`config.mk`:
```
export PLATFORM = sky130hd
export DESIGN_NAME = mse_cell
export DESIGN_NICKNAME = d
export VERILOG_FILES = /design/src/design/mse_pkg.sv /design/src/design/mse_cell.sv
export SDC_FILE = /design/constraint.sdc
export NUM_CORES = 1
export LEC_CHECK = 0
export BUFFER_PORTS_ARGS = -buffer_cell sky130_fd_sc_hd__buf_4
export CAP_MARGIN = 5
export CORE_MARGIN = 2
export CORE_UTILIZATION = 50
export CTS_BUF_LIST = sky130_fd_sc_hd__clkbuf_4
export DETAILED_ROUTE_END_ITERATION = 6
export PLACE_DENSITY = 0.89
export SYNTH_ARGS = -nofsm -noshare
export SYNTH_HDL_FRONTEND = slang
export SYNTH_SLANG_ARGS = --single-unit
```
`constraint.sdc`:
```
create_clock -name i_clk -period 7.6 [get_ports i_clk]
set_clock_uncertainty 0.15 [all_clocks]
set_input_delay 0.76 -clock i_clk [delete_from_list [all_inputs] [get_ports i_clk]]
set_output_delay 0.76 -clock i_clk [all_outputs]
set_load 0.005 [all_outputs]
```
`src/design/mse_pkg.sv`:
```
// ----------------------------------------------------------------------------
// Merge sort engine package
// Shared constants and types for the sorting cell chain and its control.
// ----------------------------------------------------------------------------
`default_nettype none

package mse_pkg;

    localparam int MAX_ITEMS_DEF  = 64;
    localparam int VALUE_BITS_DEF = 32;

    typedef struct packed {
        logic insert;
        logic shift;
    } t_cell_ctrl;

    typedef enum logic [1:0] {
        ST_LOAD  = 2'b01,
        ST_DRAIN = 2'b10
    } t_state;

endpackage

`default_nettype wire

```
`src/design/mse_cell.sv`:
```
// ----------------------------------------------------------------------------
// Sorting cell
// Holds one element of the ordered chain; takes part in ordered insertion and
// shifts towards the head of the chain during readout.
// ----------------------------------------------------------------------------
`default_nettype none

module mse_cell #(
    parameter int VALUE_BITS = mse_pkg::VALUE_BITS_DEF
) (
    input  wire logic                         i_clk,
    input  wire logic                         i_rst_n,
    input  wire mse_pkg::t_cell_ctrl          i_ctrl,
    input  wire logic signed [VALUE_BITS-1:0] i_new,
    input  wire logic                         i_left_take,
    input  wire logic                         i_left_full,
    input  wire logic signed [VALUE_BITS-1:0] i_left_val,
    input  wire logic                         i_right_full,
    input  wire logic signed [VALUE_BITS-1:0] i_right_val,
    output logic                              o_take,
    output logic                              o_full,
    output logic signed [VALUE_BITS-1:0]      o_val
);

    logic signed [VALUE_BITS-1:0] r_val;
    logic                         r_full;

    // An empty cell acts as positive infinity, so the taking cells form a suffix.
    assign o_take = !r_full || (i_new < r_val);
    assign o_full = r_full;
    assign o_val  = r_val;

    always_ff @(posedge i_clk) begin
        if (!i_rst_n) begin
            r_full <= 1'b0;
        end else if (i_ctrl.shift) begin
            r_full <= i_right_full;
        end else if (i_ctrl.insert && o_take) begin
            r_full <= r_full | i_left_full;
        end
    end

    always_ff @(posedge i_clk) begin
        if (i_ctrl.shift) begin
            r_val <= i_right_val;
        end else if (i_ctrl.insert && o_take) begin
            r_val <= i_left_take ? i_left_val : i_new;
        end
    end

endmodule

`default_nettype wire

```
# After elaboration in Yosys (flattened, before gate mapping)
# Index checks and enable logic that the tools add are counted.
[op_classes]
muxes = 5
n_reduce_logical = 4
bitwise_logic = 1
magnitude_cmp = 1
[ops]
columns = ["op", "n"]
rows = [
  ["$mux 32", 3],
  ["$lt 32x32->1", 1],
  ["$mux 1", 2],
  ["$reduce_bool 2->1", 1],
  ["$logic_and 1x1->1", 1],
  ["$logic_not 1->1", 1],
  ["$logic_or 1x1->1", 1],
  ["$or 1x1->1", 1],
]
[totals]
register_bits = 33

# Depth between registers and ports, before layout
# Gate-level depths: netlist of run 1.
[depth]
depth_word = 5
depth_mapped = 8
mapped_depth_nobuf = 8

# Worst setup path before layout of run 1
# No wires, ideal clock.
[synth_path]
path_kind = "input to register"
start = "input i_new[31]"
end = "register r_val[0], in the netlist o_val[0] (enable)"
setup_time_ns = 0.387
path_buffers = 0
path_slack_ns = 4.207
required_time_ns = 7.063
arrival_time_ns = 2.856
path_stages = 7
path_cell_list = "ha_1 -> nand4_1 -> nor2_1 -> a221o_1 -> a211o_1 -> a41oi_1 -> o211a_1"
[synth_between]
elab_chain_cells = 4
[synth_lines]
columns = ["element", "line_no", "rtl"]
rows = [
  ["start: declaration", "mse_cell.sv:14", "input wire logic signed [VALUE_BITS-1:0] i_new,"],
  ["$lt 32x32->1", "mse_cell.sv:29", "assign o_take = !r_full || (i_new < r_val);"],
  ["$logic_or 1x1->1", "mse_cell.sv:29", ""],
  ["$logic_and 1x1->1", "mse_cell.sv:46", "end else if (i_ctrl.insert && o_take) begin"],
  ["$reduce_bool 2->1 (no source line)", "--", ""],
  ["end signal: assignment", "mse_cell.sv:45", "r_val <= i_right_val;"],
  ["end signal: assignment", "mse_cell.sv:47", "r_val <= i_left_take ? i_left_val : i_new;"],
  ["end: declaration", "mse_cell.sv:25", "logic signed [VALUE_BITS-1:0] r_val;"],
]
# No other way between the ends.
# A chain may end at the register's enable or synchronous reset.

# Worst setup path in the final report of run 1
[layout_path]
start = "input i_new[31]"
end = "output o_take"
[layout_between]
elab_chain_cells = 2
[layout_lines]
columns = ["element", "line_no", "rtl"]
rows = [
  ["$lt 32x32->1", "mse_cell.sv:29", ""],
  ["$logic_or 1x1->1", "mse_cell.sv:29", ""],
  ["end: declaration", "mse_cell.sv:20", "output logic o_take,"],
]
# No other way between the ends.

==> results of run 1 <==
==> registers in the layout, indices dropped and copies added, names as in the netlist <==
signal,flops
o_full,1
o_val,32
==> through the flow <==
step / setup slack [ps] / util, %
floorplan: 4210 / -
global placement: 3770 / 74.3
detailed placement: 3670 / 74.3
CTS: 3960 / 75.6
global route: 3850 / 75.6
finish: 3960 / 75.6
==> critical path, stage by stage <==
cell     delay [ps]
buf_4           120
ha_1            370
nand4_1         190
nor2_1           60
a221o_1         320
a211o_1         290
a21oi_1         130
mux2_2          340
buf_4           140
==> worst min-delay path by stage <==
stage | end | slack, ps | cells after the start
finish | o_full | 490 | 2
global placement | o_full | 460 | 2
CTS | o_full | 480 | 2
detailed placement | o_full | 470 | 2
global route | o_full | 520 | 2
floorplan | o_full | 420 | 2
==> metal layers <==
metal  vias to the layer above  wire (um)  global-route usage, %
met1                      1084       2640                   28.5
li1                       1205          -                      -
met2                       117       3300                   40.9
met4                         0        155                   8.33
met3                        13        548                   5.28
met5                         -          0                      0
==> final cells by class <==
cell class / count / area (sq um)
multi-input combinational: 185 / 1320
tap: 67 / 83.8
timing repair buffer: 136 / 1020
fill: 379 / 1160
sequential: 33 / 981
clock buffer: 8 / 60.1
inverter: 33 / 124
==> power groups by stage <==
| stage | sequential (mW) | clock [mW] | combinational [mW] |
|---|---|---|---|
| after floorplan | 0.244 | 0 | 0.0846 |
| after global placement | 0.242 | 0 | 0.178 |
| after detailed placement | 0.244 | 0 | 0.186 |
| after CTS | 0.239 | 0.109 | 0.187 |
| after global routing | 0.242 | 0.116 | 0.208 |
| final | 0.240 | 0.108 | 0.187 |
==> cell families after synthesis <==
group,Yosys count,synth area share [%]
buf+inv,44,6.69
compound gates,63,14.2
mux,33,13.4
flops,33,39.7
simple gates,58,10.2
fa+ha+maj,31,15.7
==> placed cells by master, fill, tap and decap left out, drive strengths merged, types with 2 or more instances in the layout <==
master | synthesis | final
nand3 | 4 | 4
o21ai | 37 | 37
a21o | 2 | 2
buf | 3 | 136
a21oi | 16 | 16
nand2b | 2 | 2
nand2 | 40 | 40
edfxtp | 32 | 32
nand4 | 6 | 6
ha | 31 | 31
nor2 | 3 | 3
mux2i | 32 | 32
a211o | 2 | 2
clkbuf | 8 | 8
inv | 33 | 33
==> impl_metrics.csv, run 1 <==
group,metric,value,unit
timing,finalHoldViolCount,0,
floorplanning,std_cell_rows,25,
job,max_cap_viols,0,
route,drtIter0Drc,117,
power,sw_frac_of_total,29.5,%
timing,min_period,3640,ps
synthesis,synth.net_count,396,
synthesis,synth-async-reset-ratio,0,%
min_path,launch_point_of_the_worst_hold_path,"o_full",
grt,pin_count_of_the_biggest_net_entering_global_routing,68,
cells_and_area,antennaDiodeCount,0,
timing,timing.max_slew.rel_slack,16.0,%
timing,setup_tns,0,ps
synthesis,edff_count_synth,32,
grt,grt_util_all_layers,23.4,%
power,power_density,149,nW/um^2
timing,max_clock_freq,275,MHz
timing,setup_viol,0,
critical_path,worst-r2r-setup-slack,4200,ps
critical_path,critical_path.reg2reg.startpoint,"o_val[31]",
synthesis,netlist_top_cells_area,"edfxtp_1, ha_1, mux2i_1, o21ai_0, nand2_1",
cells_and_area,post_layout_nonfiller_instances,462,
critical_path,reg2reg_to,"o_val[14]",
synthesis,post_synthesis_instance_area,2470,sq um
floorplanning,top_level_ports,137,
power,cellLeakagePower,1.85,nW
route,post_detailed_routing_wire_length,6650,um
clocking,cts_max_path_buffers,2,
floorplanning,die_w,74.3,um
floorplanning,placeableCoreArea,4750,sq um
route,viasPerCell,5.24,
critical_path,crit_start,"i_new[31]",
route,dr_total_vias,2419,
placement,dp.cells,454,
synthesis,yosysMostFrequentCell,"nand2_1",
critical_path,critical_path_sink_type,"output pin",
critical_path,req_time_crit_path,6690,ps
placement,post_place_instance_area,3530,sq um
timing,timing.hold.ws,488,ps
placement,final_estimated_routing_congestion_in_global_placement,0.909,
synthesis,postSynth.topFlopCell,"edfxtp_1",
cells_and_area,cell_area_after_layout,3590,sq um
timing,grt_setup_unrepaired,"false",
cells_and_area,drive_gt1_share,36.7,%
cells_and_area,design.final.nets,528,
critical_path,cp_endpoint,"o_take",
power,comb_power_share,34.9,%
timing,pins_over_their_slew_limit,0,
synthesis,yosysUniqueCellTypes,26,
clocking,post_cts.repair.setup_buffers,0,
power,share_seq_of_total_power,44.8,%
synthesis,avgSynthCellArea,9.43,sq um
synthesis,synth-warning-count,0,
floorplanning,start_util,51.9,%
synthesis,synth_top_area_cell,"edfxtp_1",
timing,timing.final.crit_share,47.9,%
floorplanning,die_area,5520,sq um
placement,post-dp-hpwl,5260,um
critical_path,critPathArrivalTime,2730,ps
grt,first_pass_grt_wire_length,9720,um
route,final_antenna_net_count,0,
placement,placement.io_buffers,136,
synthesis,postSynthRegisterBits,33,
clocking,cts_repair_resize_count,0,
synthesis,postSynthCellCount,262,
grt,grt_pass1_vias,2202,
clocking,cts_root_buf,"clkbuf_4",
clocking,clock_tree.htree_level_count,2,
critical_path,critPathLaunchType,"primary input",
synthesis,netlist.area_leader.share,38.9,%
power,power.clock.fraction,20.3,%
synthesis,synth.yosys.seq_area_share,39.7,%
route,drcViolationCount,0,
clocking,cts.sink_count,33,
clocking,ctsHoldBuffers,0,
cells_and_area,area_growth_from_synthesis_to_final_layout,45.5,%
power,irDropWorstVdd,0.129,mV
run_status,outcome,"finished, final reports clean",
critical_path,criticalPathCategory,"primary input to output pin",
min_path,min_path_type,"flop to flop",
critical_path,r2r_cells,8,
route,drt_pass1_iterations,4,
route,routed_wire_length_per_instance,14.4,um
floorplanning,die_y,74.3,um
clocking,clk_latency,340,ps
power,total_power,0.535,mW
clocking,clkTransAtPathRegs,100,ps
critical_path,crit_path_max_fanout,7,
synthesis,synth_top_cells_by_count,"nand2_1, o21ai_0, inv_1",
grt,globalRoute.totalOverflow,0,
clocking,cts_inserted_buffers,5,
power,power.switching,0.158,mW
clocking,clock_tree_from_tritoncts,"built",
timing,tightest_slew,1260,ps
grt,antenna_violations_before_repair,0,
power,internal_power,0.377,mW
(Power assumes the default switching activity.)
==> run 2: changes to the inputs <==
--- a/config.mk
+++ b/config.mk
@@ -8,10 +8,10 @@
 export BUFFER_PORTS_ARGS = -buffer_cell sky130_fd_sc_hd__buf_4
 export CAP_MARGIN = 5
 export CORE_MARGIN = 2
-export CORE_UTILIZATION = 50
+export CORE_UTILIZATION = 42
 export CTS_BUF_LIST = sky130_fd_sc_hd__clkbuf_4
 export DETAILED_ROUTE_END_ITERATION = 6
-export PLACE_DENSITY = 0.89
+export PLACE_DENSITY = 0.79
 export SYNTH_ARGS = -nofsm -noshare
 export SYNTH_HDL_FRONTEND = slang
 export SYNTH_SLANG_ARGS = --single-unit
==> constraint.sdc (replaced) <==
create_clock -name i_clk -period 3.2 [get_ports i_clk]
set_clock_uncertainty 0.15 [all_clocks]
set_input_delay 0.32 -clock i_clk [delete_from_list [all_inputs] [get_ports i_clk]]
set_output_delay 0.32 -clock i_clk [all_outputs]
set_load 0.005 [all_outputs]
==> run 2 against run 1 <==
Against the previous run: cell count up 1.5%; global-route usage fell by 3.4 points; critical path depth stayed put; via count shrank 2.7%; hold slack got worse by 400 ps; worst setup slack got worse by 3800 ps; die area rose by 18%; combinational power rose by 140%; register-to-register slack worse by 3900 ps; critical path type is now flop to output pin; critical endpoint unchanged; largest power group unchanged.
==> impl_metrics.csv, run 2 (synthesis results as in run 1) <==
group,metric,value,unit
run_status,outcome,"finished, final reports clean",
route,routed.top_layer,"met4",
placement,final_estimated_routing_congestion_in_global_placement,0.812,
cells_and_area,multi_input_comb_area,1330,sq um
route,drtIter0Drc,103,
timing,setup_viol,0,
timing,timing.final.crit_share,94.4,%
timing,finalHoldViolCount,0,
route,route.met2.wl,3190,um
route,drt_pass1_iterations,4,
power,power.clock.fraction,18.8,%
route,met3_length,566,um
cells_and_area,utilization,64.5,%
route,viasPerCell,5.02,
clocking,ctsHoldBuffers,0,
grt,grt_util_all_layers,20.0,%
grt,antenna_violations_before_repair,0,
clocking,clk_latency,330,ps
critical_path,req_time_crit_path,2730,ps
power,sw_frac_of_total,28.8,%
timing,grt_setup_unrepaired,"false",
power,share_seq_of_total_power,45.6,%
power,irDropWorstVdd,0.187,mV
clocking,cts_root_buf,"clkbuf_4",
clocking,cts.sink_count,33,
floorplanning,placeableCoreArea,5610,sq um
route,m1WireLength,2540,um
cells_and_area,mostFrequentLayoutCells,"buf_4, nand2_1, o21ai_0",
floorplanning,die_y,80.7,um
route,final_antenna_net_count,0,
timing,timing.max_slew.rel_slack,61.7,%
cells_and_area,antennaDiodeCount,0,
grt,globalRoute.totalOverflow,0,
critical_path,crit_path_max_fanout,3,
floorplanning,top_level_ports,137,
timing,pins_over_their_slew_limit,0,
floorplanning,start_util,44.0,%
clocking,cts_inserted_buffers,5,
min_path,min_path_type,"primary input to flop",
power,power.switching,0.358,mW
cells_and_area,area.sequential,981,sq um
timing,min_period,3020,ps
route,dr_total_vias,2353,
clocking,cts_max_path_buffers,2,
critical_path,worst-r2r-setup-slack,330,ps
power,cellLeakagePower,1.85,nW
critical_path,critical_path_sink_type,"output pin",
cells_and_area,area_growth_from_synthesis_to_final_layout,46.5,%
timing,tightest_slew,574,ps
job,max_cap_viols,0,
route,drcViolationCount,0,
route,post_detailed_routing_wire_length,6380,um
floorplanning,die_area,6510,sq um
floorplanning,die_w,80.7,um
timing,setup_tns,0,ps
critical_path,critPathLaunchType,"flop",
power,internal_power,0.884,mW
critical_path,criticalPathCategory,"flop to output pin",
timing,max_clock_freq,331,MHz
grt,grt_pass1_vias,2355,
cells_and_area,n_fill_cell,489,
power,comb_power_share,35.6,%
clocking,clock_tree_from_tritoncts,"built",
route,routed_wire_length_per_instance,13.6,um
power,power_density,343,nW/um^2
cells_and_area,final_common_cell,"buf_4",
grt,first_pass_grt_wire_length,10100,um
cells_and_area,design.final.nets,530,
clocking,clkTransAtPathRegs,90,ps
grt,pin_count_of_the_biggest_net_entering_global_routing,68,
cells_and_area,drive_gt1_share,37.0,%
cells_and_area,largest_reg_flops,32,
critical_path,critPathArrivalTime,2550,ps
placement,placement.io_buffers,136,
floorplanning,std_cell_rows,27,
placement,post-dp-hpwl,5160,um
clocking,clock_tree.htree_level_count,2,
-- run 2: path summary, 6_finish.rpt --
path / from / to / depth (start not counted)
worst max-delay path: o_val[23] / o_take / 9
worst min-delay path: i_rst_n / o_full / 3
worst max register to register: o_val[23] / o_val[26] / 9
worst min register to register: o_full / o_full / 2
-- run 2: power groups by stage --
stage | Combinational (mW) | Sequential, mW | Clock [mW]
2_1_floorplan | 0.201 | 0.579 | 0
3_3_place_gp | 0.432 | 0.574 | 0
3_5_place_dp | 0.446 | 0.576 | 0
4_1_cts | 0.448 | 0.566 | 0.245
5_1_grt | 0.499 | 0.574 | 0.260
6_report | 0.443 | 0.566 | 0.234
-- run 2: repair_timing --
item | 4_1_cts | 5_1_grt
endpoints found under the setup margin | 0 | 1
resized for setup | 0 | 1
buffers inserted | 0 | 0
-- run 2: metrics by stage --
| stage | hold WS, ps | worst slack [ps] | instance area [sq um] | power, mW | std cells |
|---|---|---|---|---|---|
| after floorplan | 308 | 192 | 2470 | 0.780 | 262 |
| after global placement | 429 | 360 | 3550 | 1.01 | 461 |
| after detailed placement | 433 | 295 | 3550 | 1.02 | 461 |
| after CTS | 70.6 | 91.2 | 3610 | 1.26 | 469 |
| after global routing | 110 | 12.8 | 3620 | 1.33 | 469 |
| final | 85.6 | 178 | 3620 | 1.24 | 469 |
-- run 2: layout make-up --
type                            instances  share of cell area (%)
Timing Repair Buffer                  138                    28.6
Multi-Input combinational cell        185                    36.8
Tap cell                               72                    2.49
Sequential cell                        33                    27.1
Clock inverter                          1                   0.104
Clock buffer                            7                    1.45
Inverter                               33                    3.42
-- run 2: worst max-delay path, cell delays in order, from the launching register on --
cell      delay [ps]
edfxtp_1         410
inv_1             70
ha_1             240
a21oi_1          150
o21ai_0          140
a221o_1          310
a211o_1          300
a21oi_1          130
mux2_2           340
buf_4            140
-- run 2: per-layer routing --
metal	vias to the layer above	GRT usage, %
met5	-	0
met4	0	5.76
met3	8	4.38
met2	90	37.2
met1	1045	22.8
li1	1210	-
==> run 3: changes to the inputs <==
==> constraint.sdc (replaced) <==
create_clock -name i_clk -period 2.7 [get_ports i_clk]
set_clock_uncertainty 0.15 [all_clocks]
set_input_delay 0.27 -clock i_clk [delete_from_list [all_inputs] [get_ports i_clk]]
set_output_delay 0.27 -clock i_clk [all_outputs]
set_load 0.005 [all_outputs]
==> run 3 against run 2 <==
Against the previous run: utilization is 6.5 points higher; first-iteration DRC count stayed put; the run now ends with negative setup slack left; worst setup slack worse by 360 ps; sequential share of layout area is 2.5 points lower; cell count is 5.5% higher; final area is 10% higher; global-route usage is 2.2 points higher; sequential power is 19% higher; register-to-register slack worse by 470 ps; largest power group unchanged; clock-buffer cell count is 2 lower; power is 28% higher; clock power is 14% higher.
==> impl_metrics.csv, run 3 (synthesis results as in run 1) <==
group,metric,value,unit
power,cellLeakagePower,2.00,nW
timing,finalHoldViolCount,0,
placement,post_place_instance_area,3670,sq um
critical_path,worst-r2r-setup-slack,-140,ps
floorplanning,start_util,44.0,%
floorplanning,die_area,6510,sq um
floorplanning,top_level_ports,137,
route,drcViolationCount,0,
timing,fin_ws,-183,ps
critical_path,critical_path.reg2reg.startpoint,"o_val[23]",
power,total_power,1.60,mW
min_path,min_path_type,"primary input to flop",
floorplanning,std_cell_rows,27,
clocking,cts_inserted_buffers,5,
cells_and_area,post_layout_nonfiller_instances,495,
clocking,cts.sink_count,33,
placement,final_estimated_routing_congestion_in_global_placement,0.796,
clocking,clk_latency,340,ps
route,routed_wire_length_per_instance,14.4,um
cells_and_area,antennaDiodeCount,0,
cells_and_area,largest_reg_flops,32,
cells_and_area,n_fill_cell,471,
placement,placement.io_buffers,136,
min_path,hold_end,"o_full",
run_status,violations,"negative setup slack",
critical_path,critical_path.max_stage_delay,400,ps
placement,detailedPlace.worstSlack,-217,ps
clocking,cts_max_path_buffers,2,
job,max_cap_viols,0,
route,dr_total_vias,2503,
clocking,clock_tree_from_tritoncts,"built",
timing,timing.final.crit_share,107,%
power,irDropWorstVdd,0.229,mV
route,viasPerCell,5.06,
placement,post-dp-hpwl,5340,um
critical_path,req_time_crit_path,2280,ps
floorplanning,die_y,80.7,um
cells_and_area,utilization,71.1,%
timing,pins_over_their_slew_limit,0,
timing,tightest_slew,600,ps
critical_path,criticalPathCategory,"flop to output pin",
clocking,cts_root_buf,"clkbuf_4",
cells_and_area,design.final.nets,556,
floorplanning,placeableCoreArea,5610,sq um
critical_path,critPathLaunchType,"flop",
route,drtIter0Drc,103,
min_path,min_delay_path_depth,3,
cells_and_area,final_common_cell,"buf_4",
timing,max_clock_freq,347,MHz
critical_path,crit_path_top_delay_cell,"o311a_1",
placement,dp.cells,475,
timing,timing.hold.ws,25.0,ps
cells_and_area,mostFrequentLayoutCells,"buf_4, nand2_1, o21ai_0",
critical_path,critical_path_sink_type,"output pin",
grt,first_pass_grt_wire_length,11000,um
critical_path,critPathArrivalTime,2460,ps
run_status,outcome,"complete, but fails checks",
clocking,clock_tree.htree_level_count,2,
timing,min_period,2880,ps
grt,antenna_violations_before_repair,0,
timing,timing.max_slew.rel_slack,59.6,%
timing,setup_tns,-4380,ps
cells_and_area,cell_area_after_layout,3990,sq um
grt,pin_count_of_the_biggest_net_entering_global_routing,65,
grt,grt_util_all_layers,22.2,%
critical_path,path_cells,"inv_2 -> ha_4 -> a211o_1 -> a31oi_1 -> o311a_1 -> o41ai_4 -> a21oi_4 -> mux2_4 -> buf_6",
min_path,launch_point_of_the_worst_hold_path,"i_rst_n",
critical_path,cp_top_family,"compound AO/OA/AOI/OAI gates",
route,final_antenna_net_count,0,
timing,grt_setup_unrepaired,"true",
floorplanning,die_w,80.7,um
cells_and_area,drive_gt1_share,44.9,%
grt,grt_pass1_vias,2531,
critical_path,reg2reg_to,"o_val[29]",
clocking,ctsHoldBuffers,0,
critical_path,r2r_cells,9,
grt,globalRoute.totalOverflow,0,
clocking,clkTransAtPathRegs,110,ps
route,post_detailed_routing_wire_length,7150,um
power,power_density,400,nW/um^2
timing,setup_viol,33,
critical_path,crit_path_max_fanout,2,
route,drt_pass1_iterations,4,
critical_path,cp_num_buf_inv,2,
cells_and_area,area_growth_from_synthesis_to_final_layout,61.3,%
-- run 3: how the worst max path moves through the flow --
stage	slack, ps	start	cells past startpoint	to
final	-180	o_val[2]	9	o_take
after global routing	-270	o_val[26]	8	o_take
after CTS	-200	o_val[2]	9	o_take
after detailed placement	-220	i_new[23]	8	o_val[29]
after global placement	-120	i_new[23]	8	o_val[13]
after floorplan	20	o_val[31]	8	o_val[0]
-- run 3: area by class of cell --
cell class / instances / area, sq um / share of cell area [%]
Tap cell: 72 / 90.1 / 2.26
Clock inverter: 3 / 12.5 / 0.314
Multi-Input combinational cell: 188 / 1530 / 38.3
Timing Repair Buffer: 161 / 1210 / 30.4
Inverter: 33 / 124 / 3.11
Sequential cell: 33 / 981 / 24.6
Clock buffer: 5 / 37.5 / 0.942
-- run 3: worst reg2reg max path, cell delays in order (launching register included) --
cell      delay, ps
edfxtp_1        430
inv_2            90
ha_4            200
a21oi_2         120
o21ai_1          90
a221o_1         300
a211o_1         300
buf_4           160
or4b_4          540
o211a_4         220
-- run 3: power breakdown --
part	leakage [nW]	internal, mW	total (mW)	switching (mW)
Combinational	1.63	0.373	0.655	0.283
Clock	0.0300	0.0941	0.267	0.173
Sequential	0.338	0.639	0.673	0.0340
Total	2.00	1.11	1.60	0.489
-- run 3: metal layers --
layer / vias to the layer above / GRT usage (%) / wire [um]
met5: - / 0 / 0
met4: 0 / 6.95 / 116
met3: 11 / 6.18 / 661
met2: 92 / 41.0 / 3650
met1: 1131 / 24.4 / 2720
li1: 1269 / - / -
-- run 3: what timing repair did --
item	4_1_cts	5_1_grt
pin swaps	13	3
resized for setup	24	2
buffers inserted	6	4
cloned	3	0
endpoints found under the setup margin	33	33
